$ cat config.mk
export PLATFORM = sky130hd
export DESIGN_NAME = printable_run_extractor
export DESIGN_NICKNAME = d
export VERILOG_FILES = /design/src/prex_pkg.sv /design/src/prex_ctrl.sv /design/src/prex_dp.sv /design/src/printable_run_extractor.sv
export SDC_FILE = /design/constraint.sdc
export NUM_CORES = 1
export LEC_CHECK = 0
export BUFFER_PORTS_ARGS = -buffer_cell sky130_fd_sc_hd__buf_2
export CAP_MARGIN = 10
export CORE_UTILIZATION = 62
export DETAILED_ROUTE_END_ITERATION = 8
export PLACE_DENSITY = 0.89
export SYNTH_ARGS = -nofsm -noshare
export SYNTH_HDL_FRONTEND = slang
export SYNTH_HIERARCHICAL = 1
export SYNTH_SLANG_ARGS = --single-unit
$ cat constraint.sdc
create_clock -name clk -period 6.9 [get_ports clk]
set_input_delay 0.345 -clock clk [delete_from_list [all_inputs] [get_ports clk]]
set_output_delay 0.345 -clock clk [all_outputs]
set_load 0.1 [all_outputs]
$ cat src/prex_pkg.sv
package prex_pkg;

    // Byte codes that end a run
    localparam logic [7:0] CHAR_NUL = 8'h00;
    localparam logic [7:0] CHAR_LF  = 8'h0A;
    localparam logic [7:0] CHAR_CR  = 8'h0D;

    // Printable range and the tab exception
    localparam logic [7:0] CHAR_TAB   = 8'h09;
    localparam logic [7:0] CHAR_SPACE = 8'h20;
    localparam logic [7:0] CHAR_DEL   = 8'h7F;

    // Configuration register indexes
    localparam logic REG_MIN_RUN_LENGTH = 1'b0;
    localparam logic REG_SHOW_OFFSET    = 1'b1;

    localparam int          CFG_W           = 7;
    localparam logic [6:0]  MIN_RUN_RESET   = 7'd4;

    // Controller to datapath
    typedef struct packed {
        logic take;     // input word accepted this cycle
        logic rd_en;    // read run buffer at current index
        logic rd_next;  // advance read index
    } dp_cmd_t;

    // Datapath to controller
    typedef struct packed {
        logic emit;     // accepted word starts an emission
        logic last;     // current read index is the final character
    } dp_stat_t;

endpackage

$ cat src/prex_ctrl.sv
module prex_ctrl (
    input  logic              clk,
    input  logic              rst_n,
    input  logic              in_valid,
    output logic              in_stall,
    output logic              out_valid,
    input  logic              out_stall,
    input  prex_pkg::dp_stat_t stat,
    output prex_pkg::dp_cmd_t  cmd
);

    typedef enum logic [2:0] {
        ST_SCAN = 3'b001,
        ST_READ = 3'b010,
        ST_SHOW = 3'b100
    } state_t;

    state_t state_reg;
    state_t state_next;

    // Next state and commands
    always_comb
    begin
        state_next  = state_reg;
        cmd.take    = 1'b0;
        cmd.rd_en   = 1'b0;
        cmd.rd_next = 1'b0;
        in_stall    = 1'b1;
        out_valid   = 1'b0;
        unique case (state_reg)
            ST_SCAN:
            begin
                in_stall = 1'b0;
                cmd.take = in_valid;
                if (in_valid && stat.emit)
                begin
                    state_next = ST_READ;
                end
            end
            ST_READ:
            begin
                cmd.rd_en  = 1'b1;
                state_next = ST_SHOW;
            end
            ST_SHOW:
            begin
                out_valid = 1'b1;
                if (!out_stall)
                begin
                    if (stat.last)
                    begin
                        state_next = ST_SCAN;
                    end
                    else
                    begin
                        cmd.rd_next = 1'b1;
                        state_next  = ST_READ;
                    end
                end
            end
            default:
            begin
                state_next = ST_SCAN;
            end
        endcase
    end

    // State register
    always_ff @(posedge clk or negedge rst_n)
    begin
        if (!rst_n)
        begin
            state_reg <= ST_SCAN;
        end
        else
        begin
            state_reg <= state_next;
        end
    end

endmodule

$ cat src/prex_dp.sv
module prex_dp #(
    parameter int MAX_RUN = 64
) (
    input  logic               clk,
    input  logic               rst_n,
    input  logic               cfg_we,
    input  logic               cfg_index,
    input  logic [6:0]         cfg_data,
    input  logic [7:0]         in_byte,
    output logic [7:0]         out_char,
    output logic [31:0]        start_offset,
    output logic               run_end,
    input  prex_pkg::dp_cmd_t  cmd,
    output prex_pkg::dp_stat_t stat
);

    localparam int IDX_W = $clog2(MAX_RUN);
    localparam int LEN_W = $clog2(MAX_RUN + 1);

    logic [7:0]       run_buffer [MAX_RUN];
    logic [LEN_W-1:0] run_length_reg;
    logic [LEN_W-1:0] run_length_next;
    logic [31:0]      byte_position_reg;
    logic [6:0]       min_run_length_reg;
    logic             show_offset_reg;
    logic [IDX_W-1:0] rd_idx_reg;
    logic [IDX_W-1:0] last_idx_reg;
    logic [31:0]      offset_reg;
    logic [7:0]       rd_data_reg;

    logic             is_term;
    logic             is_print;
    logic             is_full;
    logic             long_enough;
    logic [7:0]       min_len;
    logic [7:0]       len_ext;
    logic [31:0]      run_start;
    logic [IDX_W-1:0] len_idx;

    // Byte classification
    assign is_term  = (in_byte == prex_pkg::CHAR_NUL) || (in_byte == prex_pkg::CHAR_LF)
                   || (in_byte == prex_pkg::CHAR_CR);
    assign is_print = ((in_byte >= prex_pkg::CHAR_SPACE) && (in_byte < prex_pkg::CHAR_DEL))
                   || (in_byte == prex_pkg::CHAR_TAB);

    // Emission decision; a zero minimum acts as one
    assign min_len     = (min_run_length_reg == 7'd0) ? 8'd1 : {1'b0, min_run_length_reg};
    assign len_ext     = 8'(run_length_reg);
    assign long_enough = len_ext >= min_len;
    assign is_full     = is_print && (run_length_reg == LEN_W'(MAX_RUN - 1));
    assign len_idx     = run_length_reg[IDX_W-1:0];
    assign stat.emit   = (is_term && long_enough) || is_full;
    assign stat.last   = rd_idx_reg == last_idx_reg;

    // Both emission cases start at current position minus stored length
    assign run_start = byte_position_reg - 32'(run_length_reg);

    // Run length update
    always_comb
    begin
        if (is_print && !is_full)
        begin
            run_length_next = run_length_reg + LEN_W'(1);
        end
        else
        begin
            run_length_next = '0;
        end
    end

    // Control state and configuration
    always_ff @(posedge clk or negedge rst_n)
    begin
        if (!rst_n)
        begin
            run_length_reg     <= '0;
            byte_position_reg  <= '0;
            min_run_length_reg <= prex_pkg::MIN_RUN_RESET;
            show_offset_reg    <= 1'b0;
            rd_idx_reg         <= '0;
        end
        else
        begin
            if (cfg_we)
            begin
                unique case (cfg_index)
                    prex_pkg::REG_MIN_RUN_LENGTH: min_run_length_reg <= cfg_data;
                    prex_pkg::REG_SHOW_OFFSET:    show_offset_reg    <= cfg_data[0];
                    default:                      ;
                endcase
            end
            if (cmd.take)
            begin
                run_length_reg    <= run_length_next;
                byte_position_reg <= byte_position_reg + 32'd1;
                if (stat.emit)
                begin
                    rd_idx_reg <= '0;
                end
            end
            else if (cmd.rd_next)
            begin
                rd_idx_reg <= rd_idx_reg + IDX_W'(1);
            end
        end
    end

    // Emission descriptor
    always_ff @(posedge clk)
    begin
        if (cmd.take && stat.emit)
        begin
            offset_reg   <= show_offset_reg ? run_start : 32'd0;
            last_idx_reg <= is_full ? len_idx : (len_idx - IDX_W'(1));
        end
    end

    // Run buffer: one write port, registered read
    always_ff @(posedge clk)
    begin
        if (cmd.take && is_print)
        begin
            run_buffer[len_idx] <= in_byte;
        end
        if (cmd.rd_en)
        begin
            rd_data_reg <= run_buffer[rd_idx_reg];
        end
    end

    assign out_char     = rd_data_reg;
    assign start_offset = offset_reg;
    assign run_end      = stat.last;

    // Buffer is never written and read in the same cycle
    a_no_rw_overlap: assert property (@(posedge clk) disable iff (!rst_n)
        cmd.take |-> !cmd.rd_en)
        else $error("run buffer written during emission");

    // Stored length always leaves room for one more byte
    a_len_bound: assert property (@(posedge clk) disable iff (!rst_n)
        run_length_reg <= LEN_W'(MAX_RUN - 1))
        else $error("run length out of range");

    // Emission starts from the first character
    a_emit_start: assert property (@(posedge clk) disable iff (!rst_n)
        (cmd.take && stat.emit) |=> (rd_idx_reg == '0))
        else $error("emission did not restart read index");

    // Read index never steps past the final character
    a_no_overrun: assert property (@(posedge clk) disable iff (!rst_n)
        cmd.rd_next |-> (rd_idx_reg != last_idx_reg))
        else $error("read index passed end of run");

endmodule

$ cat src/printable_run_extractor.sv
// Printable run extractor: scans one byte per accepted word and collects runs of
// printable characters (space to tilde, and tab). A NUL, LF or CR ends a run, which is
// sent out one character per output word if it is at least min_run_length long (zero
// counts as one); any other byte drops the run. A run reaching MAX_RUN characters is
// sent at once. start_offset gives the run's first byte position (mod 2^32) when
// show_offset is set, else zero; run_end marks the last character. A byte that
// triggers no output leaves in_stall low. A byte that triggers a run holds in_stall
// high after it is taken until the run's last character is sent, also while out_stall
// holds the output: each character needs a registered run-buffer read and then the
// output word. A run still open at end of input is never sent.
module printable_run_extractor #(
    parameter int MAX_RUN = 64
) (
    input  logic        clk,
    input  logic        rst_n,
    input  logic        cfg_we,
    input  logic        cfg_index,
    input  logic [6:0]  cfg_data,
    input  logic        in_valid,
    output logic        in_stall,
    input  logic [7:0]  in_byte,
    output logic        out_valid,
    input  logic        out_stall,
    output logic [7:0]  out_char,
    output logic [31:0] start_offset,
    output logic        run_end
);

    prex_pkg::dp_cmd_t  cmd;
    prex_pkg::dp_stat_t stat;

    // Sequencer
    prex_ctrl u_ctrl (
        .clk       (clk),
        .rst_n     (rst_n),
        .in_valid  (in_valid),
        .in_stall  (in_stall),
        .out_valid (out_valid),
        .out_stall (out_stall),
        .stat      (stat),
        .cmd       (cmd)
    );

    // Run buffer, counters and output registers
    prex_dp #(
        .MAX_RUN (MAX_RUN)
    ) u_dp (
        .clk          (clk),
        .rst_n        (rst_n),
        .cfg_we       (cfg_we),
        .cfg_index    (cfg_index),
        .cfg_data     (cfg_data),
        .in_byte      (in_byte),
        .out_char     (out_char),
        .start_offset (start_offset),
        .run_end      (run_end),
        .cmd          (cmd),
        .stat         (stat)
    );

endmodule
==> metrics.log <==
INFO  metric status = completed
INFO  metric ys_async_sr_fraction = 9.12%
INFO  metric postSynthAreaPerCell = 16.4 um2
INFO  metric final_core_utilization = 70.0%
INFO  metric finalHoldViolations = 0
INFO  metric antenna_left = 0
INFO  metric critical_path_arrival = 4.32 ns
INFO  metric layout_setup_ws = 3.02 ns
INFO  metric dr_total_vias = 14800
INFO  metric via_per_inst = 6.75
INFO  metric global_route_wire_length_before_repair = 90100 um
INFO  metric synth_largest_type_area_fraction = 65.6%
INFO  metric rsz0062_at_grt = false
INFO  metric timing.critical_path.from_type = flop
INFO  metric synth_sequential_area_ratio = 71.1%
INFO  metric postCtsResizedCells = 0
INFO  metric tritoncts = yes
INFO  metric setup_tns = 0 ns
INFO  metric global_route.usage.met1 = 39.2%
INFO  metric finalNetCount = 1659
INFO  metric maxClockFrequency = 258 MHz
INFO  metric initial_utilization = 63.5%
INFO  metric placement_rows = 73
INFO  metric htreeDepth = 2
INFO  metric pre_cts_ws = 3.22 ns
INFO  metric die_y = 205 um
INFO  metric ff2ff_setup_slack = 3.02 ns
INFO  metric synth-seq-cells = 614
INFO  metric synth_edf_count = 558
INFO  metric diodes = 0
INFO  metric syn-cell-area = 0.0255 mm2
INFO  metric min_path_type = input pin to flop
INFO  metric place_hpwl = 34500 um
INFO  metric number_of_antenna_violations_at_the_first_check_in_global_routing = 1
INFO  metric ctsLongestPathBuffers = 3
INFO  metric floorplan.die_area = 0.0420 mm2
INFO  metric critical_path_class = flop to flop
INFO  metric drive_above_1_share = 17.7%
INFO  metric layout.cells.most_common_list = edfxtp_1, nor2_1, nand2_1
INFO  metric worst_ep_required_time = 7.34 ns
INFO  metric mostFrequentLayoutCell = edfxtp_1
INFO  metric reg2reg_depth = 8
INFO  metric timing.hold.worst_path_depth = 2
INFO  metric port-buffer-count = 63
INFO  metric worstMarginPinSlew = 1.26 ns
INFO  metric synthesis.yosys.warnings = 6
INFO  metric report.power.total = 7.93 mW
INFO  metric synth.net_count = 1596
INFO  metric max-cap-violations = 0
INFO  metric final.setup_skew = 0.0325 ns
INFO  metric setup_viol = 0
INFO  metric globalRoute.busiestLayer = met2
INFO  metric critical_path.reg2reg.startpoint = u_dp/rd_idx_reg[0]
INFO  metric largest_register_ffs = 512
INFO  metric cts.reportedPaths.clkPinSlew = 0.07 ns
INFO  metric met3_usage = 5.85%
INFO  metric drt_iter0_markers = 2057
INFO  metric drc = 0
INFO  metric gp_congestion = 0.888
INFO  metric coreArea = 0.0402 mm2
INFO  metric irDropWorstVdd = 276 uV
INFO  metric grt_max_degree = 118
INFO  metric worstHoldStart = cfg_data[0]
INFO  metric synthesis.instances = 1556
INFO  metric timing.final.max_slew_violations = 0
INFO  metric critical_path.reg2reg.endpoint = u_dp/out_char[3]
INFO  metric root_cell_of_the_clock_tree = clkbuf_16
INFO  metric relSlewSlack = 16.0%
INFO  metric clk-insertion-delay-late = 0.62 ns
INFO  metric globalRoute.totalOverflow = 0
INFO  metric first_global_vias = 14900
INFO  metric critPathMaxFanout = 37
INFO  metric tritoncts_num_sinks = 614
INFO  metric fill_cells = 2357
INFO  metric grt_usage = 29.2%
INFO  metric detail_route.wl_per_cell = 27.3 um
INFO  metric dominantRegCellSynth = edfxtp_1
INFO  metric horizontal_extent_of_the_die = 205 um
INFO  metric grtUsageMet2 = 47.6%
INFO  metric synth_cell_types = 76
INFO  metric power_per_cell_area = 282 mW/mm2
INFO  metric synth_area_leader_cell = edfxtp_1
INFO  metric numCtsBuffers = 56
INFO  metric netlist_top_cells_area = edfxtp_1, mux4_2, dfrtp_1
INFO  metric drt_pre_antenna_iters = 8
INFO  metric leak_pwr = 9.14 nW
INFO  metric min_period_over_period = 56.3%
INFO  metric finalWorstPathRequiredPeriod = 3.88 ns
INFO  metric end_kind = flop
INFO  metric area_growth = 10.2%
INFO  metric total_i_o_pin_count = 64
INFO  metric wirelength = 59800 um
INFO  metric whs_endpoint = u_dp/show_offset_reg
==> kinds of logic after synthesis <==
logic type	count (synthesis)	synth area share, %
flip-flops	614	71.1
AND/OR/NAND/NOR	375	7.42
AO/OA/AOI/OAI	193	5.02
multiplexers	189	11.4
buffers and inverters	106	1.99
XOR/XNOR	60	2.06
adder cells (fa/ha/maj)	19	0.961
==> routing by layer <==
metal  share of wire [%]  wire length (um)  vias up
li1                    -                 -     6162
met5                   0                 0        -
met1                  37             21900     7364
met2                  48             29000     1079
met4                 4.0              2400        0
met3                  11              6460      181
==> stage by stage <==
step / instance area [um2] / hold slack (ns) / std cells
global placement: 26200 / 0.480 / 2078
finish: 28100 / 0.0274 / 2190
floorplan: 25500 / 0.0494 / 1556
global route: 28100 / 0.0257 / 2190
detailed placement: 26200 / 0.474 / 2078
CTS: 28100 / 0.0146 / 2189
==> cell usage after synthesis, drive strengths merged (10+ instances only) <==
cell,n
edfxtp,558
nor2,116
nand2,97
mux2i,92
mux4,80
buf,54
dfrtp,54
nand3,43
xnor2,43
a22oi,38
o21ai,37
a21oi,32
clkbuf,27
inv,24
nor2b,24
and2,18
ha,18
o211ai,18
mux2,17
xor2,17
o22ai,13
a211oi,12
nand2b,12
nand4,12
and3,10
nor3,10
==> where the power goes <==
part           leakage [nW]  internal, mW  switching [mW]
registers              5.77          4.12          0.0438
clock network         0.907          1.73            1.34
logic                  2.47         0.272           0.427
==> how the worst max path moves through the flow <==
stage                                  to                        from  cells after the start  slack (ns)
floorplan            u_dp/last_idx_reg[0]  u_dp/min_run_length_reg[2]                     10        1.67
global route                      run_end          u_dp/rd_idx_reg[0]                      5        2.76
finish                   u_dp/out_char[3]          u_dp/rd_idx_reg[0]                      8        3.02
global placement         u_dp/out_char[2]          u_dp/rd_idx_reg[0]                      7        3.37
detailed placement  u_dp/start_offset[20]  u_dp/min_run_length_reg[2]                     10        3.22
CTS                               run_end          u_dp/rd_idx_reg[0]                      5        3.00
==> repair_timing <==
action	CTS	global route
setup buffers	0	0
hold buffers	7	0
endpoints found under the setup margin	0	0
endpoints found under the hold margin	60	0
==> cell type report <==
type / count / area, um2 / area share [%]
tap: 525 / 657 / 2.34
timing repair buffer: 86 / 518 / 1.84
clock inverter: 40 / 332 / 1.18
sequential: 614 / 18200 / 64.6
multi-input combinational: 836 / 6870 / 24.4
clock buffer: 64 / 1480 / 5.28
inverter: 25 / 93.8 / 0.334
==> critical path: stages, from the launching register on <==
cell,delay (ns)
dfrtp_4,0.88
buf_4,0.63
nor2b_1,0.39
buf_4,0.31
a2111oi_0,0.72
o21ai_0,0.27
nand3_1,0.20
a21oi_1,0.06
o22ai_1,0.20
Note: power is estimated with default switching activity, not from simulation.
